## src/rtl/core/csd_pkg.sv

```systemverilog
// ----------------------------------------------------------------------------
// Closed syncmer detector package
// Shared widths, reset values, queue item and result types, and the
// sequencer states of the window-minimum engine.
// ----------------------------------------------------------------------------
package csd_pkg;

	// Default depth of the hash history and of the minimum queue.
	localparam int MAX_SPAN_DEF = 128;

	// Fixed field widths.
	localparam int HASH_W     = 32;
	localparam int CNT_W      = 32;
	localparam int SPAN_CFG_W = 8;

	// Window span after reset.
	localparam int SPAN_RESET = 70;

	// Saturation value of the syncmer count.
	localparam logic [CNT_W-1:0] CNT_MAX = '1;

	// One request on its way from the front end to the engine.
	typedef struct packed {
		logic [HASH_W-1:0] hash;
		logic              last;
		logic              respan;
	} item_t;

	// One result leaving the engine.
	typedef struct packed {
		logic [CNT_W-1:0] total;
		logic             sync;
		logic             full;
		logic             last;
	} result_t;

	// Engine sequencer states.
	typedef enum logic [2:0] {
		ST_IDLE,
		ST_RB_RD,
		ST_RB_WAIT,
		ST_EXP,
		ST_EXP_WAIT,
		ST_PUSH,
		ST_PUSH_WAIT,
		ST_FIN
	} back_state_t;

endpackage

```

## src/rtl/core/csd_front.sv

```systemverilog
// ----------------------------------------------------------------------------
// Closed syncmer detector front end
// Holds the window span register, accepts hash requests and tags the first
// request after a span change so that the engine rebuilds its queue.
// ----------------------------------------------------------------------------
module csd_front #(
	parameter int MAX_SPAN = csd_pkg::MAX_SPAN_DEF
) (
	input  logic                              clk,
	input  logic                              arst_n,
	input  logic                              cfg_wen,
	input  logic [csd_pkg::SPAN_CFG_W-1:0]    cfg_wdata,
	input  logic                              in_valid,
	output logic                              in_ready,
	input  logic [csd_pkg::HASH_W-1:0]        in_hash,
	input  logic                              in_last,
	output logic                              q_push,
	output csd_pkg::item_t                    q_item,
	input  logic                              q_full,
	output logic [$clog2(MAX_SPAN+1)-1:0]     span
);
	import csd_pkg::*;

	localparam int SW        = $clog2(MAX_SPAN + 1);
	localparam int CW        = (SW > SPAN_CFG_W) ? SW : SPAN_CFG_W;
	localparam int SPAN_INIT = (SPAN_RESET > MAX_SPAN) ? MAX_SPAN : SPAN_RESET;

	logic [CW-1:0] wr_ext;
	logic [SW-1:0] span_d;
	logic [SW-1:0] span_q;
	logic          respan_q;

	// Clamp the written span into the supported range; zero acts as one.
	assign wr_ext = CW'(cfg_wdata);

	always_comb begin
		if (wr_ext == '0) begin
			span_d = SW'(1);
		end else if (wr_ext > CW'(MAX_SPAN)) begin
			span_d = SW'(MAX_SPAN);
		end else begin
			span_d = SW'(wr_ext);
		end
	end

	// Span register and the pending-rebuild mark for the next request.
	always_ff @(posedge clk or negedge arst_n) begin
		if (!arst_n) begin
			span_q   <= SW'(SPAN_INIT);
			respan_q <= 1'b0;
		end else if (cfg_wen) begin
			span_q   <= span_d;
			respan_q <= 1'b1;
		end else if (q_push) begin
			respan_q <= 1'b0;
		end
	end

	// Requests go straight into the queue while it has room.
	assign in_ready = !q_full;
	assign q_push   = in_valid && in_ready;
	assign span     = span_q;

	always_comb begin
		q_item        = '0;
		q_item.hash   = in_hash;
		q_item.last   = in_last;
		q_item.respan = respan_q;
	end

endmodule

```

## config.mk

```make
export PLATFORM = sky130hd
export DESIGN_NAME = csd_front
export DESIGN_NICKNAME = d
export VERILOG_FILES = /design/src/rtl/core/csd_pkg.sv /design/src/rtl/core/csd_front.sv
export SDC_FILE = /design/constraint.sdc
export NUM_CORES = 1
export LEC_CHECK = 0
export ABC_CLOCK_PERIOD_IN_PS = 1100
export BUFFER_PORTS_ARGS = -buffer_cell sky130_fd_sc_hd__buf_2
export CAP_MARGIN = 30
export CORE_MARGIN = 2
export CORE_UTILIZATION = 30
export DETAILED_ROUTE_END_ITERATION = 12
export GPL_TIMING_DRIVEN = 0
export HOLD_SLACK_MARGIN = 0.08
export PLACE_DENSITY = 0.78
export SLEW_MARGIN = 0
export SYNTH_ARGS = -nofsm -noshare
export SYNTH_HDL_FRONTEND = slang
export SYNTH_SLANG_ARGS = --single-unit
```

## constraint.sdc

```tcl
create_clock -name clk -period 1.1 [get_ports clk]
set_clock_uncertainty 0.05 [all_clocks]
set_input_delay 0.165 -clock clk [delete_from_list [all_inputs] [get_ports clk]]
set_output_delay 0.165 -clock clk [all_outputs]
set_load 0.005 [all_outputs]
```

==> flow_summary.toml <==
[logic_synthesis]
syn-num-nets = 119
ys_seq_area_share_pct = 34.2
synth_area_um2 = 669
yosys.cell_types.count = 14
synth-seq-cells = 9
avgSynthCellArea_um2 = 9.17
yosysWarnings = 0
synthCells = 73

[min_path]
hp-start = "cfg_wdata[6]"
hp-class = "primary input to register"
hold_depth = 3

[sta]
slew_headroom_pct = 77.7
setup_tns_ns = 0
setup_viol = 0
rsz0062_at_grt = "yes"
fmaxAchievable_mhz = 911
post-route-period-util_pct = 99.8
worst_slew_pin_slew_ns = 0.334
layout_min_cycle_time_ns = 1.10
finalHoldViolCount = 0
slew_viol_final = 0

[drt]
drc_errors = 0
drtPass1Iterations = 2
routed_via_density = 4.07
wirelength_um = 1570
num_vias = 656
drt_iter0_drc = 3
routedWlPerCell_um = 9.78
ant_nets = 0

[power_and_ir_drop]
power_mw = 0.910
ir_worst_vdd_v = 0.000588
pwr_density_cell_mw_per_mm2 = 884
power_leakage_nw = 0.591

[run_status]
status = "finished clean"

[clocking]
cts_buffers = 3
root_buffer = "clkbuf_4"
cts_sinks = 9
insertion_delay_ns = 0.25
clk_pin_slew_ns = 0.06
htree_levels = 1
cts_tree = "yes"
clockBufferDepth = 2

[grt]
grt_pass1_vias = 534
grtUsageTotal_pct = 11.7
grt_max_degree = 11
antenna_found_initial = 0
gr-total-overflow = 0
grt_first_pass_wirelength_um = 2180

[worst_setup_path]
path_class = "register to output port"
cp_num_buf_inv = 1
critical_path.startpoint = "span[2]"
crit_required_ns = 0.88
end_kind = "output port"
critical_path_arrival_ns = 0.88
crit_fanout = 2
max_stage_delay_ns = 0.52
cp_top_family = "flip-flops"
cp_slowest_cell = "dfstp_2"
critical_path_depth = 1
r2r_cells = 3
rr_startpoint = "span[2]"
start_kind = "register"
reg2reg_slack_ns = 0.18
cp_cell_sequence = "buf_2"

[floorplan]
die_area_mm2 = 0.00263
core_mm2 = 0.00217
ioPinCount = 90
initial_core_util_pct = 30.9
die_w_um = 51.2
num_rows = 17
die_h_um = 51.2

[finish]
layout.nets = 180
layout_common_cells = "buf_2 (53), buf_4 (35), inv_1 (8)"
diodes = 0
seqCellArea_um2 = 229
final_cells = 161
multi_input_area_um2 = 144
syn_to_final_growth_pct = 53.6
drive_gt1_share_pct = 73.7
fillCellCount = 215
layout_commonest_cell = "buf_2"
finalInstanceArea_mm2 = 0.00103

[placement]
gp_congestion = 0.694
dp.cells = 156
placed_area_um2 = 980
numPortBuffers = 55

[run]
max-cap-violations = 0
==> flip-flops by register name (all words and copies together), names as in the netlist <==
name,cells
respan_q,1
span,8
==> final timing paths <==
path,to
setup / recovery,span[2]
hold / removal,span[6]
setup reg to reg,span[2]
hold reg to reg,span[6]
max in group asynchronous,span[6]
min in group asynchronous,span[7]
==> through the flow <==
stage	utilization, %	setup slack (ns)	hold slack, ns
final	47.4	0.00225	0.101
after global routing	47.4	-0.0451	0.106
after CTS	47.4	-0.0128	0.0917
after detailed placement	45.2	-0.0457	-0.0169
after global placement	45.2	-0.0253	-0.0318
after floorplan	-	0.0932	-0.181
==> cell families (layout without fill, tap and decap cells) <==
group           Yosys count  after routing  share of synthesized area [%]
compound gates            8              8                           7.48
buf+inv                  44            104                           44.3
flops                     9              9                           34.2
mux                       1              1                           1.68
simple gates             11             11                           12.3
==> per-layer routing <==
| layer | global-route usage (%) | part of all wire (%) | vias to the layer above |
|---|---|---|---|
| li1 | - | - | 317 |
| met1 | 12.6 | 35 | 282 |
| met2 | 19.0 | 49 | 55 |
| met3 | 5.85 | 16 | 2 |
| met4 | 5.26 | 0.70 | 0 |
| met5 | 0 | 0 | - |
==> synthesized netlist by cell type (all sizes together) <==
cell     n  area, µm²
inv      8       30.0
buf     35        263
or4b     1       10.0
or4      1       7.51
clkbuf   1       3.75
mux2     1       11.3
nand2b   1       6.26
o21bai   1       7.51
nor2b    1       6.26
dfstp    3       78.8
o21ai    6       30.0
nand3b   7       52.6
dfrtp    6        150
o211ai   1       12.5
==> report_power, final <==
group | leakage [nW] | internal (mW) | switching, mW
clock | 0.0150 | 0.140 | 0.112
combinational | 0.471 | 0.183 | 0.0974
sequential | 0.105 | 0.364 | 0.0130
total | 0.591 | 0.687 | 0.223
==> repair_timing <==
action,4_1_cts,5_1_grt
gates cloned,0,0
setup buffers,1,0
setup endpoints to repair,4,3
hold buffers,1,0
endpoints found under the hold margin,9,0
pin swaps,0,0
resized for setup,2,0
==> final cells by class <==
cell class	count	share of cell area, %
buffer	35	25.2
clock buffer	4	2.55
inverter	8	2.92
multi-input combinational	20	14.0
sequential	9	22.3
tap	28	3.41
timing repair buffer	57	29.7
Power figures use the tool's default switching activity.
