===== src/rtl/core/csd_pkg.sv =====
// ----------------------------------------------------------------------------
// Closed syncmer detector package
// Shared widths, reset values, queue item and result types, and the
// sequencer states of the window-minimum engine.
// ----------------------------------------------------------------------------
package csd_pkg;

	// Default depth of the hash history and of the minimum queue.
	localparam int MAX_SPAN_DEF = 128;

	// Fixed field widths.
	localparam int HASH_W     = 32;
	localparam int CNT_W      = 32;
	localparam int SPAN_CFG_W = 8;

	// Window span after reset.
	localparam int SPAN_RESET = 70;

	// Saturation value of the syncmer count.
	localparam logic [CNT_W-1:0] CNT_MAX = '1;

	// One request on its way from the front end to the engine.
	typedef struct packed {
		logic [HASH_W-1:0] hash;
		logic              last;
		logic              respan;
	} item_t;

	// One result leaving the engine.
	typedef struct packed {
		logic [CNT_W-1:0] total;
		logic             sync;
		logic             full;
		logic             last;
	} result_t;

	// Engine sequencer states.
	typedef enum logic [2:0] {
		ST_IDLE,
		ST_RB_RD,
		ST_RB_WAIT,
		ST_EXP,
		ST_EXP_WAIT,
		ST_PUSH,
		ST_PUSH_WAIT,
		ST_FIN
	} back_state_t;

endpackage


===== src/rtl/core/csd_fifo.sv =====
// ----------------------------------------------------------------------------
// Closed syncmer detector request queue
// Two-entry queue that decouples the front end from the engine.
// ----------------------------------------------------------------------------
module csd_fifo (
	input  logic            clk,
	input  logic            arst_n,
	input  logic            push,
	input  csd_pkg::item_t  item_in,
	output logic            full,
	input  logic            pop,
	output logic            valid,
	output csd_pkg::item_t  item_out
);
	import csd_pkg::*;

	localparam int DEPTH = 2;

	item_t       slot_q [DEPTH];
	logic        wr_ptr_q;
	logic        rd_ptr_q;
	logic [1:0]  cnt_q;

	assign full     = (cnt_q == 2'(DEPTH));
	assign valid    = (cnt_q != 2'd0);
	assign item_out = slot_q[rd_ptr_q];

	// Pointers and fill count.
	always_ff @(posedge clk or negedge arst_n) begin
		if (!arst_n) begin
			wr_ptr_q <= 1'b0;
			rd_ptr_q <= 1'b0;
			cnt_q    <= 2'd0;
		end else begin
			if (push) begin
				wr_ptr_q <= !wr_ptr_q;
			end
			if (pop) begin
				rd_ptr_q <= !rd_ptr_q;
			end
			if (push && !pop) begin
				cnt_q <= cnt_q + 2'd1;
			end else if (pop && !push) begin
				cnt_q <= cnt_q - 2'd1;
			end
		end
	end

	// Storage.
	always_ff @(posedge clk) begin
		if (push) begin
			slot_q[wr_ptr_q] <= item_in;
		end
	end

endmodule


===== config.mk =====
export PLATFORM = sky130hd
export DESIGN_NAME = csd_fifo
export DESIGN_NICKNAME = d
export VERILOG_FILES = /design/src/rtl/core/csd_pkg.sv /design/src/rtl/core/csd_fifo.sv
export SDC_FILE = /design/constraint.sdc
export NUM_CORES = 1
export LEC_CHECK = 0
export ABC_AREA = 1
export ABC_CLOCK_PERIOD_IN_PS = 2900
export BUFFER_PORTS_ARGS = -buffer_cell sky130_fd_sc_hd__clkbuf_2
export CAP_MARGIN = 20
export CORE_MARGIN = 2
export CORE_UTILIZATION = 45
export DETAILED_ROUTE_END_ITERATION = 8
export GPL_ROUTABILITY_DRIVEN = 0
export GPL_TIMING_DRIVEN = 0
export PLACE_DENSITY = 0.74
export SLEW_MARGIN = 0
export SYNTH_ARGS = -nofsm -noshare
export SYNTH_HDL_FRONTEND = slang
export SYNTH_SLANG_ARGS = --single-unit

===== constraint.sdc =====
create_clock -name clk -period 2.9 [get_ports clk]
set_input_delay 0.29 -clock clk [delete_from_list [all_inputs] [get_ports clk]]
set_output_delay 0.29 -clock clk [all_outputs]
set_load 0.05 [all_outputs]

==> results of run 1 <==
==> flip-flops by register name (all words and copies together), names as in the netlist <==
signal / cells
slot_q: 68
wr_ptr_q: 1
rd_ptr_q: 1
cnt_q: 2
==> timing repair <==
action                     CTS  global route
hold endpoints to repair     4             0
setup endpoints to repair    0             0
hold buffers                 1             0
resized for setup            0             0
==> worst max-delay path: cells and delay by family, from the launching register on <==
family                 cells  cell delay [ns]
multiplexers               1             0.30
flip-flops                 1             0.37
buffers and inverters      3             0.54
==> cell type report <==
type                       count  area, um2  area share, %
buffer                         4       71.3           1.99
clock buffer                  10        128           3.57
clock inverter                 6        108           3.01
inverter                       7       26.3          0.734
multi-input combinational     48        579           16.2
sequential                    72       2140           59.9
tap                           75       93.8           2.62
timing repair buffer          76        430           12.0
==> worst paths after layout <==
path	slack (ns)	from	end
hold / removal	0.14	item_in[27]	slot_q[1][27]$_DFFE_PP_
setup reg to reg	1.31	wr_ptr_q$_DFFE_PN0P_	slot_q[1][12]$_DFFE_PP_
setup / recovery	1.06	rd_ptr_q$_DFFE_PN0P_	item_out[21]
max in group asynchronous	2.47	arst_n	rd_ptr_q$_DFFE_PN0P_
min in group asynchronous	0.30	arst_n	cnt_q[0]$_DFFE_PN0P_
hold reg to reg	0.50	cnt_q[1]$_DFFE_PN0P_	cnt_q[1]$_DFFE_PN0P_
==> metal layers <==
metal	GRT usage, %	vias up
met4	6.71	0
met5	0	-
met2	21.5	58
met3	3.78	10
li1	-	669
met1	15.8	684
==> through the flow <==
| stage | TNS [ns] | total power [W] | worst slack, ns | hold WS (ns) | area, um2 |
|---|---|---|---|---|---|
| 6_report | 0 | 0.00417 | 1.06 | 0.142 | 3580 |
| 3_3_place_gp | -9.56 | 0.00325 | -0.282 | 0.106 | 3270 |
| 4_1_cts | 0 | 0.00423 | 1.04 | 0.125 | 3580 |
| 3_5_place_dp | 0 | 0.00332 | 1.25 | 0.107 | 3330 |
| 5_1_grt | 0 | 0.00435 | 1.01 | 0.131 | 3580 |
| 2_1_floorplan | 0 | 0.00295 | 0.627 | -0.00559 | 2810 |
==> power by group <==
part | internal (W) | switching (W) | leakage, nW
registers | 0.00138 | 0.0000637 | 0.685
clock network | 0.000568 | 0.000336 | 0.116
logic | 0.000634 | 0.00119 | 0.702
total | 0.00259 | 0.00159 | 1.50
==> cells in the final DEF, fill, tap and decap left out <==
master	Yosys	final
nor2_4	0	1
dlygate4sd3_1	0	1
nand4_1	1	1
dfrtp_1	4	4
xnor2_1	1	1
buf_12	3	3
nor2_1	2	1
clkbuf_8	0	9
nand2_1	6	6
ha_1	1	1
bufinv_16	0	3
xor2_1	2	2
clkinv_2	0	2
clkinvlp_4	0	1
nand3_1	1	1
edfxtp_1	68	68
inv_1	7	7
mux2_4	29	29
clkbuf_2	0	73
clkbuf_1	0	1
buf_16	0	2
buf_6	1	1
mux2_2	5	5
==> kinds of logic after synthesis <==
kind of cell,after synthesis,share of synthesized area (%)
buf+inv,11,3.47
flops,72,76.2
simple gates,10,1.47
mux,34,17.5
xor+xnor,3,0.935
fa+ha+maj,1,0.445
==> results.md, run 1 <==
- Status: completed
- CTS clk-pin slew, worst paths: 0.07 ns
- Layout Skew: 0.00688 ns
- Die footprint: 6900 um2
- CP peak stage delay: ~0.37 ns
- Net Count, Synth: 170
- Routed len/inst: 14.1 um
- Pin count of the biggest net entering global routing: 19
- Nets: 257
- Type of origin of the critical path: flip-flop
- Worst EP required: about 2.6 ns
- YS warnings: 0
- All-layer global routing usage: 13.1%
- Yosys reg bits: 72
- CP max-delay cell: dfrtp_1
- Crit-path max FO: 10
- Share of layout cells above drive strength 1: 57.8%
- Slew Viols, Final: 0
- Clk sinks: 72
- Synth top area cells: edfxtp_1 73%, mux2_4 15%, dfrtp_1 3.6%
- Top Layer Used: met4
- Synthesized cell area: 2810 um2
- Critical Path, Cell by Cell: buf_6 > buf_12 > mux2_4 > clkbuf_2
- Vias in the first global route: 1485
- Worst Setup End Kind: output pin
- EDFF count, synth: 68
- Die span in y: 83.0 um
- Global-route wire length before repair: 6920 um
- Post-synth top flop: edfxtp_1
- Clk_lat worst skew: 0.33 ns
- Layout area overhead: 27.3%
- Max Cap Viol: 0
- RSZ-0062 raised after global routing: no
- Wire length on met1: 1730 um
- Power density cells: 1170 nW/um2
- Register area share after synthesis: 76.2%
- Placed insts: 281
- R2R depth: 3
- Peak supply drop: about 640 uV
- Syn_area_per_cell: 21.5 um2
- Final hold violation count: 0
- Setup repair bufs after CTS: 0
- Pre-Repair DR Iteration Count: 4
- Post-Synthesis Cells: 131
- Ports: 74
- Fillers: 462
- WHS Path Cells: 1
- Ys async rst share: 5.56%
- Port Buffers: 73
- Hold/Removal Path Class: in2reg
- Metal3 WL: 241 um
- Pleak: 1.50 nW
- CTS max path bufs: 2
- Detailed placement HPWL: approximately 3000 um
- Via/cell ratio: 4.77
- CTS Buf Count: 9
- Die X: 83.0 um
- Core area: approximately 6000 um2
- Row cnt: 28
- Non-filler cells, final: ~300
- DRC: 0
- Final worst-path cycle share: a little under two thirds
- Final Util: 59.7%
- DR iter-0 viols: 43
- Count leader, synth: edfxtp_1
- Routed WL: 4190 um
- Leading area contributor after synthesis: edfxtp_1
- Max-slew headroom: 48.6%
- Initial antenna violation count: 0
- Minimum clock period: between 1.5 and 2 ns
- CTS tree: yes
- Synth top area share: roughly 73%
- Synth top cells by count: 68 x edfxtp_1, 29 x mux2_4, 7 x inv_1
- Root buf cell: clkbuf_8
- WP data arrival: between 1.5 and 2 ns
- Crit Path Category: reg2out
- Starting Density: between 40% and 50%
- ANT nets after route: 0
- N_diodes: 0
- CTS HTree Levels: 3
- Synth cell types: 14
- Met2 WL: 2130 um
- Count of final setup violators: 0
- Actual slew at the worst max-slew pin: 0.770 ns
- Total grt overflow: 0
- Fmax: 0.544 GHz
- Via count: 1421
Note: power is estimated with default switching activity, not from simulation.
==> run 2: changes to the inputs <==
Settings changed: ABC_AREA 1 to 0, ABC_CLOCK_PERIOD_IN_PS 2900 to 1900.
Clock period 2.9 ns to 1.9 ns, I/O delays scaled along.
==> results.md, run 2 <==
- Crit Path Category: reg2out (unchanged)
- DR iter-0 viols: 52 (was 43)
- Layout Skew: 0.00426 ns (was 0.00688 ns)
- Synthesized cell area: 2790 um2 (was 2810 um2)
- Peak supply drop: 1030 uV (was 640 uV)
- Slew Viols, Final: 0 (unchanged)
- Core area: 5960 um2 (was 5990 um2)
- Sequential power share: 37.0% (was 34.7%)
- Top Layer Used: met4 (unchanged)
- Post-synth top flop: edfxtp_1 (unchanged)
- Max-slew headroom: 44.4% (was 48.6%)
- Pre-Repair DR Iteration Count: 4 (unchanged)
- Final WS setup: 0.161 ns (was 1.06 ns)
- Post-Synthesis Cells: 122 (was 131)
- Row cnt: 28 (unchanged)
- Routed len/inst: 14.3 um (was 14.1 um)
- Final Util: 58.3% (was 59.7%)
- Clk sinks: 72 (unchanged)
- EDFF count, synth: 68 (unchanged)
- N_diodes: 0 (unchanged)
- ANT nets after route: 0 (unchanged)
- CP max-delay cell: dfrtp_1 (unchanged)
- Comb pwr share: 45.3% (was 43.6%)
- Metal3 WL: 281 um (was 241 um)
- Pleak: 1.44 nW (was 1.50 nW)
- Yosys reg bits: 72 (unchanged)
- Synth top area share: 73.1% (was 72.6%)
- Die footprint: 6860 um2 (was 6900 um2)
- Worst R2R Start: wr_ptr_q$_DFFE_PN0P_ (unchanged)
- Count of final setup violators: 0 (unchanged)
- Die span in y: 82.8 um (was 83.0 um)
- CTS max path bufs: 2 (unchanged)
- Ports: 74 (unchanged)
- R2R setup slack: 0.36 ns (was 1.31 ns)
- All-layer global routing usage: 12.6% (was 13.1%)
- Type of origin of the critical path: flip-flop (unchanged)
- Starting Density: 46.9% (about the same)
- Placed insts: 271 (was 281)
- Die X: 82.8 um (was 83.0 um)
- Via/cell ratio: 4.67 (was 4.77)
- Leading area contributor after synthesis: edfxtp_1 (unchanged)
- Hold path endpoint: slot_q[1][33]$_DFFE_PP_ (was slot_q[1][27]$_DFFE_PP_)
- Commonest non-fill, non-tap cell in the layout: clkbuf_2 (unchanged)
- WP data arrival: 1.55 ns (about the same)
- Non-filler cells, final: 288 (was 298)
- Crit-path max FO: 10 (unchanged)
- Register area share after synthesis: 76.7% (was 76.2%)
- CP peak stage delay: 0.38 ns (was 0.37 ns)
- Synth cell types: 14 (unchanged)
- Pre-CTS WS: 0.344 ns (was 1.25 ns)
- Clock network power share: 17.7% (was 21.7%)
- Worst EP required: 1.71 ns (was 2.61 ns)
- Top flop regs: slot_q x68, cnt_q x2 (unchanged)
- Setup repair bufs after CTS: 0 (unchanged)
- CTS tree: yes (unchanged)
- Actual slew at the worst max-slew pin: 0.834 ns (was 0.770 ns)
- Number of flip-flops in the largest register: 68 (unchanged)
- Fmax: 0.575 GHz
- Pin count of the biggest net entering global routing: 35 (was 19)
- Reg with most FFs: slot_q (unchanged)
- Minimum clock period: 1.74 ns
- Total grt overflow: 0 (unchanged)
- Final worst-path cycle share: 91.5%
- Syn_area_per_cell: 22.9 um2 (was 21.5 um2)
- YS warnings: 0 (unchanged)
- Initial antenna violation count: 0 (unchanged)
- Via count: 1345 (was 1421)
- Max Cap Viol: 0 (unchanged)
- Most frequent cells in the layout: 73 x clkbuf_2, 68 x edfxtp_1, 29 x mux2_4, 11 x clkbuf_8, 5 x mux2_2 (was 73 x clkbuf_2, 68 x edfxtp_1, 29 x mux2_4, 9 x clkbuf_8, 7 x inv_1)
- CTS clk-pin slew, worst paths: 0.07 ns (about the same)
- Hold/Removal Path Class: in2reg (unchanged)
- Net Count, Synth: 161 (was 170)
- Count leader, synth: edfxtp_1 (unchanged)
- Routed WL: 4110 um (was 4190 um)
- R2R depth: 1 (was 3)
- Vias in the first global route: 1366 (was 1485)
- CTS HTree Levels: 3 (unchanged)
- RSZ-0062 raised after global routing: no (unchanged)
- Nets: 247 (was 257)
- WHS Path Cells: 1 (unchanged)
- Ys async rst share: 5.56% (unchanged)
- Power density cells: 1730 nW/um2 (was 1170 nW/um2)
- Sw Pwr: 0.00241 W (was 0.00159 W)
- Detailed placement HPWL: 2790 um (was 2990 um)
- Final hold violation count: 0 (unchanged)
- Global-route wire length before repair: 6110 um (was 6920 um)
- Clk_lat worst skew: 0.33 ns (about the same)
- Crit Reg-Reg Endpoint: slot_q[1][18]$_DFFE_PP_ (was slot_q[1][12]$_DFFE_PP_)
- DRC: 0 (unchanged)
- Met2 WL: 2030 um (was 2130 um)
- Wire length on met1: 1700 um (was 1730 um)
- Layout area overhead: 24.4% (was 27.3%)
- Worst Setup End Kind: output pin (unchanged)
- Critical Path, Cell by Cell: buf_6 > buf_12 > mux2_4 > clkbuf_2 (unchanged)
- Synth top cells by count: 68 x edfxtp_1, 29 x mux2_4, 5 x mux2_2 (was 68 x edfxtp_1, 29 x mux2_4, 7 x inv_1)
- Root buf cell: clkbuf_8 (unchanged)
- Cell Int Power: 0.00359 W (was 0.00259 W)
- Status: completed (unchanged)
- Port Buffers: 73 (unchanged)
- Synth top area cells: edfxtp_1 73%, mux2_4 16%, dfrtp_1 3.6% (was edfxtp_1 73%, mux2_4 15%, dfrtp_1 3.6%)
- Switching share of power: 40.2% (was 38.0%)
- CTS Buf Count: 9 (unchanged)
- Share of layout cells above drive strength 1: 61.5% (was 57.8%)
- Min-delay src: item_in[33] (was item_in[27])
run 2: changes by cell type after synthesis:
cell and delta:
nand4_1 -1, inv_1 -6, or2_2 +1, nand3_1 -1, nand2_1 -6, nor2b_1 +2, xor2_1 +2, nor2_1 -1
and2_1 +1
run 2: cells by family (layout without fill, tap and decap cells):
group | Yosys count | after routing | synth area share, %
adder cells (fa/ha/maj) | 1 | 1 | 0.448
multiplexers | 34 | 34 | 17.6
buffers and inverters | 5 | 96 | 2.69
flip-flops | 72 | 72 | 76.7
AND/OR/NAND/NOR | 5 | 5 | 1.03
XOR/XNOR | 5 | 5 | 1.57
run 2: worst max-delay path by stage:
| stage | slack [ns] | to | cells after the start | startpoint |
|---|---|---|---|---|
| 6_report | 0.16 | item_out[5] | 4 | rd_ptr_q$_DFFE_PN0P_ |
| 5_1_grt | 0.11 | item_out[10] | 4 | rd_ptr_q$_DFFE_PN0P_ |
| 4_1_cts | 0.13 | item_out[5] | 4 | rd_ptr_q$_DFFE_PN0P_ |
| 3_5_place_dp | 0.34 | slot_q[1][6]$_DFFE_PP_ | 1 | wr_ptr_q$_DFFE_PN0P_ |
| 3_3_place_gp | -0.30 | slot_q[0][6]$_DFFE_PP_ | 1 | wr_ptr_q$_DFFE_PN0P_ |
| 2_1_floorplan | 0.18 | slot_q[0][0]$_DFFE_PP_ | 1 | wr_ptr_q$_DFFE_PN0P_ |
run 2: stage by stage:
stage	total power [W]	setup TNS, ns	hold slack, ns	area [um2]
6_report	0.00600	0	0.0451	3470
2_1_floorplan	0.00450	0	-0.106	2800
5_1_grt	0.00628	0	0.0311	3470
3_3_place_gp	0.00495	-15.69	0.00278	3260
3_5_place_dp	0.00501	0	0.00837	3280
4_1_cts	0.00608	0	0.0277	3470
run 2: timing repair:
item / CTS / global route
hold buffers: 1 / 0
endpoints found under the hold margin: 4 / 0
resized for setup: 0 / 0
run 2: per-layer routing:
layer | vias up | GRT usage (%)
met5 | - | 0
met3 | 10 | 3.68
li1 | 642 | -
met1 | 638 | 14.6
met2 | 55 | 21.2
met4 | 0 | 6.39
run 2: final cells by class:
| class | instances | area (um2) |
|---|---|---|
| clock inverters | 5 | 31.3 |
| well taps | 75 | 93.8 |
| multi-input cells | 45 | 586 |
| flip-flops and latches | 72 | 2140 |
| clock buffers | 11 | 151 |
| repair buffers | 75 | 395 |
| fillers | 471 | 2480 |
| plain buffers | 4 | 71.3 |
| inverters | 1 | 3.75 |
run 2: critical path: cells and delay by family, from the launching register on:
kind	cells	cell delay, ns
muxes	1	0.30
buffers and inverters	3	0.54
DFF	1	0.38
run 2: power by group through the flow:
stage	Clock [W]	Sequential (W)	Combinational, W
CTS	0.00109	0.00222	0.00277
global placement	0	0.00224	0.00271
detailed placement	0	0.00226	0.00276
floorplan	0	0.00223	0.00227
global route	0.00116	0.00225	0.00287
finish	0.00106	0.00222	0.00272
